**src/hdl/sha1_message_digest_core_defines.svh**
```systemverilog
// Assertion macros used by the digest core to check its own logic.
`ifndef SHA1_MESSAGE_DIGEST_CORE_DEFINES_SVH
`define SHA1_MESSAGE_DIGEST_CORE_DEFINES_SVH

// Same-cycle implication, disabled while reset is asserted.
`define SMD_ASSERT_NOW(label, ante, cons) \
    label: assert property (@(posedge aclk) disable iff (!aresetn) (ante) |-> (cons)) \
        else $error("smd assertion failed");

// Next-cycle implication, disabled while reset is asserted.
`define SMD_ASSERT_NEXT(label, ante, cons) \
    label: assert property (@(posedge aclk) disable iff (!aresetn) (ante) |=> (cons)) \
        else $error("smd assertion failed");

`endif

```
**src/hdl/smd_pkg.sv**
```systemverilog
`default_nettype none

package smd_pkg;

    localparam int WORD_W     = 32;
    localparam int HASH_WORDS = 5;
    localparam int WIN_DEPTH  = 16;
    localparam int WIN_AW     = 4;
    localparam int ROUNDS     = 80;
    localparam int ROUND_W    = 7;
    localparam int COUNT_W    = 61;
    localparam int IDX_W      = 3;

    typedef logic [WORD_W-1:0] word_t;
    typedef word_t [HASH_WORDS-1:0] vars_t;

    localparam vars_t INIT_HASH = {
        32'hc3d2e1f0, 32'h10325476, 32'h98badcfe, 32'hefcdab89, 32'h67452301
    };

    localparam word_t K_0 = 32'h5a827999;
    localparam word_t K_1 = 32'h6ed9eba1;
    localparam word_t K_2 = 32'h8f1bbcdc;
    localparam word_t K_3 = 32'hca62c1d6;

    localparam logic [7:0] PAD_BYTE = 8'h80;

    function automatic word_t rotl(input word_t x, input int n);
        rotl = (x << n) | (x >> (WORD_W - n));
    endfunction

endpackage

`default_nettype wire

```
**src/hdl/smd_ram.sv**
```systemverilog
`default_nettype none

module smd_ram #(
    parameter int WIDTH = smd_pkg::WORD_W,
    parameter int DEPTH = smd_pkg::WIN_DEPTH
) (
    input  wire logic                     aclk,
    input  wire logic                     wr_en,
    input  wire logic [$clog2(DEPTH)-1:0] wr_addr,
    input  wire logic [WIDTH-1:0]         wr_data,
    input  wire logic [$clog2(DEPTH)-1:0] rd_addr,
    output logic      [WIDTH-1:0]         rd_data
);

    logic [WIDTH-1:0] mem [DEPTH];

    always_ff @(posedge aclk) begin
        if (wr_en) begin
            mem[wr_addr] <= wr_data;
        end
        rd_data <= mem[rd_addr];
    end

endmodule

`default_nettype wire

```
**src/hdl/smd_round.sv**
```systemverilog
`default_nettype none

module smd_round (
    input  wire smd_pkg::vars_t                     vars,
    input  wire smd_pkg::word_t                     w,
    input  wire logic [smd_pkg::ROUND_W-1:0]        round_num,
    output smd_pkg::vars_t                          vars_next
);

    always_comb begin
        smd_pkg::word_t f;
        smd_pkg::word_t k;
        smd_pkg::word_t tmp;
        if (round_num inside {[7'd0:7'd19]}) begin
            f = (vars[1] & vars[2]) | (~vars[1] & vars[3]);
            k = smd_pkg::K_0;
        end else if (round_num inside {[7'd20:7'd39]}) begin
            f = vars[1] ^ vars[2] ^ vars[3];
            k = smd_pkg::K_1;
        end else if (round_num inside {[7'd40:7'd59]}) begin
            f = (vars[1] & vars[2]) | (vars[1] & vars[3]) | (vars[2] & vars[3]);
            k = smd_pkg::K_2;
        end else begin
            f = vars[1] ^ vars[2] ^ vars[3];
            k = smd_pkg::K_3;
        end
        tmp = smd_pkg::rotl(vars[0], 5) + f + vars[4] + w + k;
        vars_next[4] = vars[3];
        vars_next[3] = vars[2];
        vars_next[2] = smd_pkg::rotl(vars[1], 30);
        vars_next[1] = vars[0];
        vars_next[0] = tmp;
    end

endmodule

`default_nettype wire

```
**src/hdl/sha1_message_digest_core.sv**
```systemverilog
// SHA-1 digest core, one message byte per input beat.
// Input channel s_*: s_msg_byte with s_has_byte marks a message byte; s_end_of_msg marks
// the last beat of a message (with or without a byte). A beat with neither flag is
// accepted and ignored. An empty message is a beat with only s_end_of_msg set.
// Output channel m_*: five beats per message, digest word 0 first, m_last_word on word 4.
// Byte beats are taken back to back while s_ready is high; every 64th byte starts
// a block compression (a read-priming step, 80 rounds at one per cycle through the
// round unit, one chain update), during which s_ready is low. The message schedule
// lives in four mirrored 16x32 RAMs so that each round reads its four taps at once.
// Message end: the marker word and the rest of the padding are written one word per
// cycle and one or two compressions run, then the digest buffer is loaded; s_ready
// stays low throughout.
// The digest sits in its own buffer, so the next message streams in while the receiver
// stalls; only the load of the following digest waits for the buffer to drain.
// Reset (aresetn low, synchronous) restores the initial hash, clears the byte count and
// drops any pending output beats. The core also restores the hash and count after each digest.
`default_nettype none

module sha1_message_digest_core (
    input  wire logic        aclk,
    input  wire logic        aresetn,

    input  wire logic        s_valid,
    output logic             s_ready,
    input  wire logic [7:0]  s_msg_byte,
    input  wire logic        s_has_byte,
    input  wire logic        s_end_of_msg,

    output logic             m_valid,
    input  wire logic        m_ready,
    output logic [31:0]      m_digest_word,
    output logic [2:0]       m_word_index,
    output logic             m_last_word
);

    localparam logic [2:0] S_IDLE = 3'd0;
    localparam logic [2:0] S_PADW = 3'd1;
    localparam logic [2:0] S_FILL = 3'd2;
    localparam logic [2:0] S_PRE  = 3'd3;
    localparam logic [2:0] S_CRND = 3'd4;
    localparam logic [2:0] S_CFIN = 3'd5;
    localparam logic [2:0] S_DONE = 3'd6;

    localparam int AW = smd_pkg::WIN_AW;
    localparam int RW = smd_pkg::ROUND_W;
    localparam int CW = smd_pkg::COUNT_W;
    localparam int IW = smd_pkg::IDX_W;

    localparam logic [RW-1:0] LAST_ROUND = RW'(smd_pkg::ROUNDS - 1);
    localparam logic [RW-1:0] WIN_ROUNDS = RW'(smd_pkg::WIN_DEPTH);
    localparam logic [IW-1:0] LAST_IDX   = IW'(smd_pkg::HASH_WORDS - 1);
    localparam logic [AW-1:0] LAST_WORD  = AW'(smd_pkg::WIN_DEPTH - 1);
    localparam logic [AW-1:0] LEN_HI_IDX = AW'(smd_pkg::WIN_DEPTH - 2);

    logic [2:0]      state_reg, state_next;
    logic [CW-1:0]   count_reg, count_next;
    logic [RW-1:0]   round_reg, round_next;
    logic [AW-1:0]   widx_reg, widx_next;
    logic            end_pend_reg, end_pend_next;
    logic            padded_reg, padded_next;
    logic            extra_reg, extra_next;
    smd_pkg::word_t  pack_reg, pack_next;
    smd_pkg::vars_t  chain_reg, chain_next;
    smd_pkg::vars_t  vars_reg, vars_next;
    smd_pkg::vars_t  obuf_reg, obuf_next;
    logic            obusy_reg, obusy_next;
    logic [IW-1:0]   oidx_reg, oidx_next;

    logic            wr_en;
    logic [AW-1:0]   wr_addr;
    smd_pkg::word_t  wr_data;
    logic [RW-1:0]   rd_round;
    logic [AW-1:0]   rd_addr [4];
    smd_pkg::word_t  rd_data [4];
    smd_pkg::word_t  sched_w;
    smd_pkg::vars_t  round_out;
    smd_pkg::word_t  pad_word;
    smd_pkg::word_t  fill_word;
    logic [5:0]      pos;
    logic            s_fire;
    logic            m_fire;

    assign s_ready       = (state_reg == S_IDLE);
    assign s_fire        = s_valid && s_ready;
    assign m_valid       = obusy_reg;
    assign m_fire        = m_valid && m_ready;
    assign m_digest_word = obuf_reg[oidx_reg];
    assign m_word_index  = oidx_reg;
    assign m_last_word   = (oidx_reg == LAST_IDX);
    assign pos           = count_reg[5:0];

    // Read taps for round r are r, r-3, r-8, r-14 modulo 16; issue them in the cycle before.
    assign rd_round   = (state_reg == S_CRND) ? (round_reg + RW'(1)) : '0;
    assign rd_addr[0] = rd_round[AW-1:0];
    assign rd_addr[1] = rd_round[AW-1:0] - AW'(3);
    assign rd_addr[2] = rd_round[AW-1:0] - AW'(8);
    assign rd_addr[3] = rd_round[AW-1:0] - AW'(14);

    for (genvar i = 0; i < 4; i++) begin : g_win
        smd_ram #(
            .WIDTH (smd_pkg::WORD_W),
            .DEPTH (smd_pkg::WIN_DEPTH)
        ) u_win (
            .aclk    (aclk),
            .wr_en   (wr_en),
            .wr_addr (wr_addr),
            .wr_data (wr_data),
            .rd_addr (rd_addr[i]),
            .rd_data (rd_data[i])
        );
    end

    assign sched_w = (round_reg < WIN_ROUNDS) ? rd_data[0]
                   : smd_pkg::rotl(rd_data[0] ^ rd_data[1] ^ rd_data[2] ^ rd_data[3], 1);

    smd_round u_round (
        .vars      (vars_reg),
        .w         (sched_w),
        .round_num (round_reg),
        .vars_next (round_out)
    );

    // First padding word: bytes taken so far, then the marker byte, then zeros.
    always_comb begin
        case (pos[1:0])
            2'd0:    pad_word = {smd_pkg::PAD_BYTE, 24'd0};
            2'd1:    pad_word = {pack_reg[31:24], smd_pkg::PAD_BYTE, 16'd0};
            2'd2:    pad_word = {pack_reg[31:16], smd_pkg::PAD_BYTE, 8'd0};
            default: pad_word = {pack_reg[31:8], smd_pkg::PAD_BYTE};
        endcase
    end

    always_comb begin
        if (!extra_reg && widx_reg == LEN_HI_IDX) begin
            fill_word = count_reg[CW-1:CW-32];
        end else if (!extra_reg && widx_reg == LAST_WORD) begin
            fill_word = {count_reg[CW-33:0], 3'd0};
        end else begin
            fill_word = '0;
        end
    end

    always_comb begin
        state_next    = state_reg;
        count_next    = count_reg;
        round_next    = round_reg;
        widx_next     = widx_reg;
        end_pend_next = end_pend_reg;
        padded_next   = padded_reg;
        extra_next    = extra_reg;
        pack_next     = pack_reg;
        chain_next    = chain_reg;
        vars_next     = vars_reg;
        obuf_next     = obuf_reg;
        obusy_next    = obusy_reg;
        oidx_next     = oidx_reg;
        wr_en         = 1'b0;
        wr_addr       = '0;
        wr_data       = '0;

        if (m_fire) begin
            if (oidx_reg == LAST_IDX) begin
                obusy_next = 1'b0;
                oidx_next  = '0;
            end else begin
                oidx_next = oidx_reg + IW'(1);
            end
        end

        case (state_reg)
            S_IDLE: begin
                if (s_fire) begin
                    if (s_has_byte) begin
                        case (pos[1:0])
                            2'd0:    pack_next = {s_msg_byte, 24'd0};
                            2'd1:    pack_next = {pack_reg[31:24], s_msg_byte, 16'd0};
                            2'd2:    pack_next = {pack_reg[31:16], s_msg_byte, 8'd0};
                            default: pack_next = {pack_reg[31:8], s_msg_byte};
                        endcase
                        if (pos[1:0] == 2'd3) begin
                            wr_en   = 1'b1;
                            wr_addr = pos[5:2];
                            wr_data = pack_next;
                        end
                        count_next = count_reg + CW'(1);
                    end
                    end_pend_next = s_end_of_msg;
                    if (s_has_byte && pos == 6'd63) begin
                        state_next = S_PRE;
                    end else if (s_end_of_msg) begin
                        state_next = S_PADW;
                    end
                end
            end
            S_PADW: begin
                wr_en       = 1'b1;
                wr_addr     = pos[5:2];
                wr_data     = pad_word;
                padded_next = 1'b1;
                // No room for the length in this block: pad out and add one more.
                extra_next  = (pos[5:3] == 3'b111);
                if (pos[5:2] == LAST_WORD) begin
                    state_next = S_PRE;
                end else begin
                    widx_next  = pos[5:2] + AW'(1);
                    state_next = S_FILL;
                end
            end
            S_FILL: begin
                wr_en   = 1'b1;
                wr_addr = widx_reg;
                wr_data = fill_word;
                if (widx_reg == LAST_WORD) begin
                    state_next = S_PRE;
                end else begin
                    widx_next = widx_reg + AW'(1);
                end
            end
            S_PRE: begin
                vars_next  = chain_reg;
                round_next = '0;
                state_next = S_CRND;
            end
            S_CRND: begin
                vars_next = round_out;
                if (round_reg >= WIN_ROUNDS) begin
                    wr_en   = 1'b1;
                    wr_addr = round_reg[AW-1:0];
                    wr_data = sched_w;
                end
                if (round_reg == LAST_ROUND) begin
                    round_next = '0;
                    state_next = S_CFIN;
                end else begin
                    round_next = round_reg + RW'(1);
                end
            end
            S_CFIN: begin
                for (int i = 0; i < smd_pkg::HASH_WORDS; i++) begin
                    chain_next[i] = chain_reg[i] + vars_reg[i];
                end
                if (!end_pend_reg) begin
                    state_next = S_IDLE;
                end else if (!padded_reg) begin
                    state_next = S_PADW;
                end else if (extra_reg) begin
                    extra_next = 1'b0;
                    widx_next  = '0;
                    state_next = S_FILL;
                end else begin
                    state_next = S_DONE;
                end
            end
            S_DONE: begin
                // Hold the digest until the output buffer has drained.
                if (!obusy_reg) begin
                    obuf_next     = chain_reg;
                    obusy_next    = 1'b1;
                    oidx_next     = '0;
                    chain_next    = smd_pkg::INIT_HASH;
                    vars_next     = '0;
                    count_next    = '0;
                    end_pend_next = 1'b0;
                    padded_next   = 1'b0;
                    extra_next    = 1'b0;
                    state_next    = S_IDLE;
                end
            end
            default: begin
                state_next = S_IDLE;
            end
        endcase
    end

    always_ff @(posedge aclk) begin
        if (!aresetn) begin
            state_reg    <= S_IDLE;
            count_reg    <= '0;
            round_reg    <= '0;
            widx_reg     <= '0;
            end_pend_reg <= 1'b0;
            padded_reg   <= 1'b0;
            extra_reg    <= 1'b0;
            chain_reg    <= smd_pkg::INIT_HASH;
            vars_reg     <= '0;
            obusy_reg    <= 1'b0;
            oidx_reg     <= '0;
        end else begin
            state_reg    <= state_next;
            count_reg    <= count_next;
            round_reg    <= round_next;
            widx_reg     <= widx_next;
            end_pend_reg <= end_pend_next;
            padded_reg   <= padded_next;
            extra_reg    <= extra_next;
            chain_reg    <= chain_next;
            vars_reg     <= vars_next;
            obusy_reg    <= obusy_next;
            oidx_reg     <= oidx_next;
        end
    end

    always_ff @(posedge aclk) begin
        pack_reg <= pack_next;
        obuf_reg <= obuf_next;
    end

`include "sha1_message_digest_core_defines.svh"

    `SMD_ASSERT_NEXT(a_last_round_ends,
        (state_reg == S_CRND && round_reg == LAST_ROUND),
        (state_reg == S_CFIN && round_reg == '0))
    `SMD_ASSERT_NEXT(a_drain_done, (m_fire && m_last_word), (!m_valid))
    `SMD_ASSERT_NEXT(a_digest_load, (state_reg == S_DONE && !obusy_reg),
        (m_valid && m_word_index == '0 && count_reg == '0 && state_reg == S_IDLE))
    `SMD_ASSERT_NOW(a_round_range, (state_reg != S_CRND), (round_reg == '0))

endmodule

`default_nettype wire

```
**config.mk**
```make
export PLATFORM = sky130hd
export DESIGN_NAME = sha1_message_digest_core
export DESIGN_NICKNAME = d
export VERILOG_FILES = /design/src/hdl/smd_pkg.sv /design/src/hdl/smd_ram.sv /design/src/hdl/smd_round.sv /design/src/hdl/sha1_message_digest_core.sv
export VERILOG_INCLUDE_DIRS = /design/src /design/src/hdl
export SDC_FILE = /design/constraint.sdc
export NUM_CORES = 2
export LEC_CHECK = 0
export BUFFER_PORTS_ARGS = -buffer_cell sky130_fd_sc_hd__buf_2
export CAP_MARGIN = 0
export CELL_PAD_IN_SITES_DETAIL_PLACEMENT = 0
export CELL_PAD_IN_SITES_GLOBAL_PLACEMENT = 1
export CORE_MARGIN = 8
export CORE_UTILIZATION = 50
export CTS_CLUSTER_DIAMETER = 200
export DETAILED_ROUTE_END_ITERATION = 10
export HOLD_SLACK_MARGIN = 0.12
export PLACE_DENSITY = 0.85
export SETUP_SLACK_MARGIN = 0.02
export SLEW_MARGIN = 20
export SYNTH_ARGS = -nofsm -noshare
export SYNTH_HDL_FRONTEND = slang
export SYNTH_SLANG_ARGS = --single-unit
```
**constraint.sdc**
```tcl
create_clock -name aclk -period 8.39 [get_ports aclk]
set_input_delay 1.678 -clock aclk [delete_from_list [all_inputs] [get_ports aclk]]
set_output_delay 1.678 -clock aclk [all_outputs]
set_load 0.01 [all_outputs]
```
==> impl_metrics.sql <==
INSERT INTO impl_metrics (metric_group, metric, value, unit) VALUES
('critical_path', 'crit_fanout', '21', ''),
('clock_tree', 'cts_htree_levels', '4', ''),
('job', 'max_capacitance_violation_total', '0', ''),
('critical_path', 'crit_arrival', '7.13', 'ns'),
('cells_and_area', 'area_occupied_by_multi_input_gates', '36400', 'um^2'),
('clock_tree', 'cts.repair_timing.setup_buffer_count', '0', ''),
('power', 'p_total', '26.1', 'mW'),
('power', 'ir_drop', '0.000326', 'V'),
('synthesis', 'syn-cell-area', '70200', 'um^2'),
('cells_and_area', 'post_route_cells_drive_above_1_share', '8.60', '%'),
('global_routing', 'grt_antenna_before_repair', '3', ''),
('global_routing', 'first_global_vias', '53400', ''),
('cells_and_area', 'post-route-util', '55.1', '%'),
('timing', 'hold_viol', '0', ''),
('timing', 'slew-limit-headroom', '12.6', '%'),
('clock_tree', 'cts_inserted_buffers', '138', ''),
('floorplan', 'io-pin-count', '52', ''),
('floorplan', 'number_of_core_rows', '137', ''),
('critical_path', 'setup.worst_path.start_class', 'flop', ''),
('clock_tree', 'cts_hold_buf', '0', ''),
('timing', 'final-setup-viol-count', '0', ''),
('synthesis', 'synthCells', '7140', ''),
('route', 'post_drt_via_cell_ratio', '6.34', ''),
('critical_path', 'crit_path_start', 'round_reg[0]$_SDFFE_PN0P_', ''),
('global_routing', 'global_route.peak_usage_layer', 'met2', ''),
('cells_and_area', 'top_library_cells_by_usage_in_the_layout_fill_and_taps_aside', 'nand2_1 (1435), edfxtp_1 (696), dfxtp_1 (527)', ''),
('synthesis', 'synth-warning-count', '0', ''),
('floorplan', 'core-area', '140000', 'um^2'),
('clock_tree', 'clk_pin_slew_worst_paths', '0.06', 'ns'),
('timing', 'fin_crit_sh', '77.2', '%'),
('cells_and_area', 'layout.nets', '7289', ''),
('cells_and_area', 'largest_register_ff_count', '512', ''),
('synthesis', 'number_of_enable_flip_flop_cells_after_synthesis', '696', ''),
('route', 'drt-wirelength-per-cell', '24.6', 'um'),
('floorplan', 'die-area', '153000', 'um^2'),
('timing', 'post-route-min-period', '6.48', 'ns'),
('synthesis', 'postSynthAreaPerCell', '9.84', 'um^2'),
('synthesis', 'primary_flip_flop_cell_chosen_by_synthesis_mapping', 'edfxtp_1', ''),
('clock_tree', 'worst_skew_pair.late_latency', '0.80', 'ns'),
('clock_tree', 'numClockSinks', '1226', ''),
('synthesis', 'synth_nets', '7484', ''),
('placement', 'gp_congestion', '0.941', ''),
('outcome', 'status', 'completed', ''),
('power', 'power_switching_share', '40.3', '%'),
('global_routing', 'globalRoute.totalOverflow', '0', ''),
('cells_and_area', 'most_common_cell_after_layout_fill_and_taps_aside', 'nand2_1', ''),
('global_routing', 'wire_length_of_the_first_global_routing_pass', '330000', 'um'),
('clock_tree', 'cts.root.buffer_cell', 'clkbuf_16', ''),
('power', 'leakagePower', '30.5', 'nW'),
('route', 'drt_pass1_iterations', '6', ''),
('floorplan', 'fp.dieH', '391', 'um'),
('power', 'power.switching', '10.5', 'mW'),
('floorplan', 'dieWidth', '391', 'um'),
('timing', 'grt_setup_unrepaired', 'no', ''),
('timing', 'final.setup.tns', '0', 'ns'),
('timing', 'clock_tree_skew_after_final_layout', '0.0298', 'ns'),
('cells_and_area', 'stdcell_area', '76900', 'um^2'),
('global_routing', 'gr-usage-met1', '37.6', '%'),
('synthesis', 'yosysSeqAreaShare', '44.9', '%'),
('cells_and_area', 'synthToLayoutAreaGrowth', '9.42', '%'),
('synthesis', 'postSynthRegisterBits', '1226', ''),
('critical_path', 'crit-reg2reg-launch', 'round_reg[0]$_SDFFE_PN0P_', ''),
('cells_and_area', 'largest_register', 'g_win.u_win.mem', ''),
('clock_tree', 'cts_max_path_bufs', '3', ''),
('clock_tree', 'post_cts.resized_instances', '0', ''),
('placement', 'buffer_ports.inserted', '51', ''),
('global_routing', 'track_usage', '27.9', '%'),
('critical_path', 'critPathCaptureType', 'flop', ''),
('route', 'drt_iter0_drc', '6255', ''),
('global_routing', 'met2_track_usage_gr', '44.3', '%'),
('cells_and_area', 'filler_cell_count_in_the_final_layout', '12200', '');
-- cell families after synthesis --
group                    Yosys count  share of synthesized area (%)
AND/OR/NAND/NOR                 2708                           17.5
AO/OA/AOI/OAI                   1559                           15.4
flip-flops                      1226                           44.9
buffers and inverters            680                           3.74
multiplexers                     336                           7.66
adder cells (fa/ha/maj)          330                           7.13
XOR/XNOR                         301                           3.75
-- final timing paths --
path | endpoint | slack (ns) | cells after the start
worst max-delay path | vars_reg[30]$_SDFFE_PN0P_ | 1.91 | 21
worst min-delay path | obuf_reg[95]$_DFFE_PP_ | 0.49 | 0
worst max register to register | vars_reg[30]$_SDFFE_PN0P_ | 1.91 | 21
worst min register to register | obuf_reg[95]$_DFFE_PP_ | 0.49 | 0
-- critical path, cell delays in order (launching register included) --
cell and delay [ns]:
dfxtp_1 0.43, ha_1 0.26, and3b_1 0.21, o31ai_1 0.41
nand2_1 0.15, nand2_1 0.55, clkinv_1 0.40, buf_4 0.34
a221oi_1 0.47, fa_1 0.48, inv_1 0.07, ha_1 0.29
and2_1 0.18, o31ai_1 0.31, nand2_1 0.11, a221o_1 0.30
a31o_2 0.25, a221oi_2 0.30, o21ai_1 0.15, o41ai_1 0.37
xor2_1 0.18, o21ai_0 0.10
-- cell type report --
class                      instances  share of cell area, %
antenna                            1                0.00326
tap                             1876                   3.05
multi-input combinational       5234                   47.3
inverter                         193                  0.969
sequential                      1226                   41.0
clock buffer                     205                   5.18
clock inverter                    50                  0.957
timing repair buffer             152                   1.49
-- routing by layer --
metal	up-vias	routed length [um]
met5	-	0
met4	0	10400
met3	511	19900
met2	2739	101000
met1	27700	88700
li1	25700	-
-- Yosys cell counts, types with 137 or more instances --
cell type	instances	area share, %
a21oi_1	395	2.8
a311oi_1	163	2.0
and3_1	171	1.5
clkbuf_1	403	2.2
dfxtp_1	530	15
edfxtp_1	696	30
ha_1	213	3.8
inv_1	190	1.0
mux2i_1	164	2.3
mux4_2	160	5.1
nand2_1	1441	7.7
nand3_1	348	2.5
nor2_1	324	1.7
o211a_1	137	2.0
o21ai_0	204	1.5
xnor2_1	199	2.5
-- power groups by stage --
stage	Combinational, mW	Clock (mW)	Sequential (mW)
finish	11.9	6.32	7.92
global placement	11.6	0	8.00
detailed placement	11.7	0	8.01
global route	13.0	6.61	7.98
floorplan	8.88	0	7.59
CTS	11.8	6.39	7.89
-- per-stage QoR --
stage / hold WS [ns] / std cells
2_1_floorplan: 0.444 / 7140
3_3_place_gp: 0.471 / 8676
3_5_place_dp: 0.476 / 8679
4_1_cts: 0.490 / 8934
5_1_grt: 0.505 / 8936
6_report: 0.492 / 8937
No activity file was read; power rests on OpenSTA's default activity.
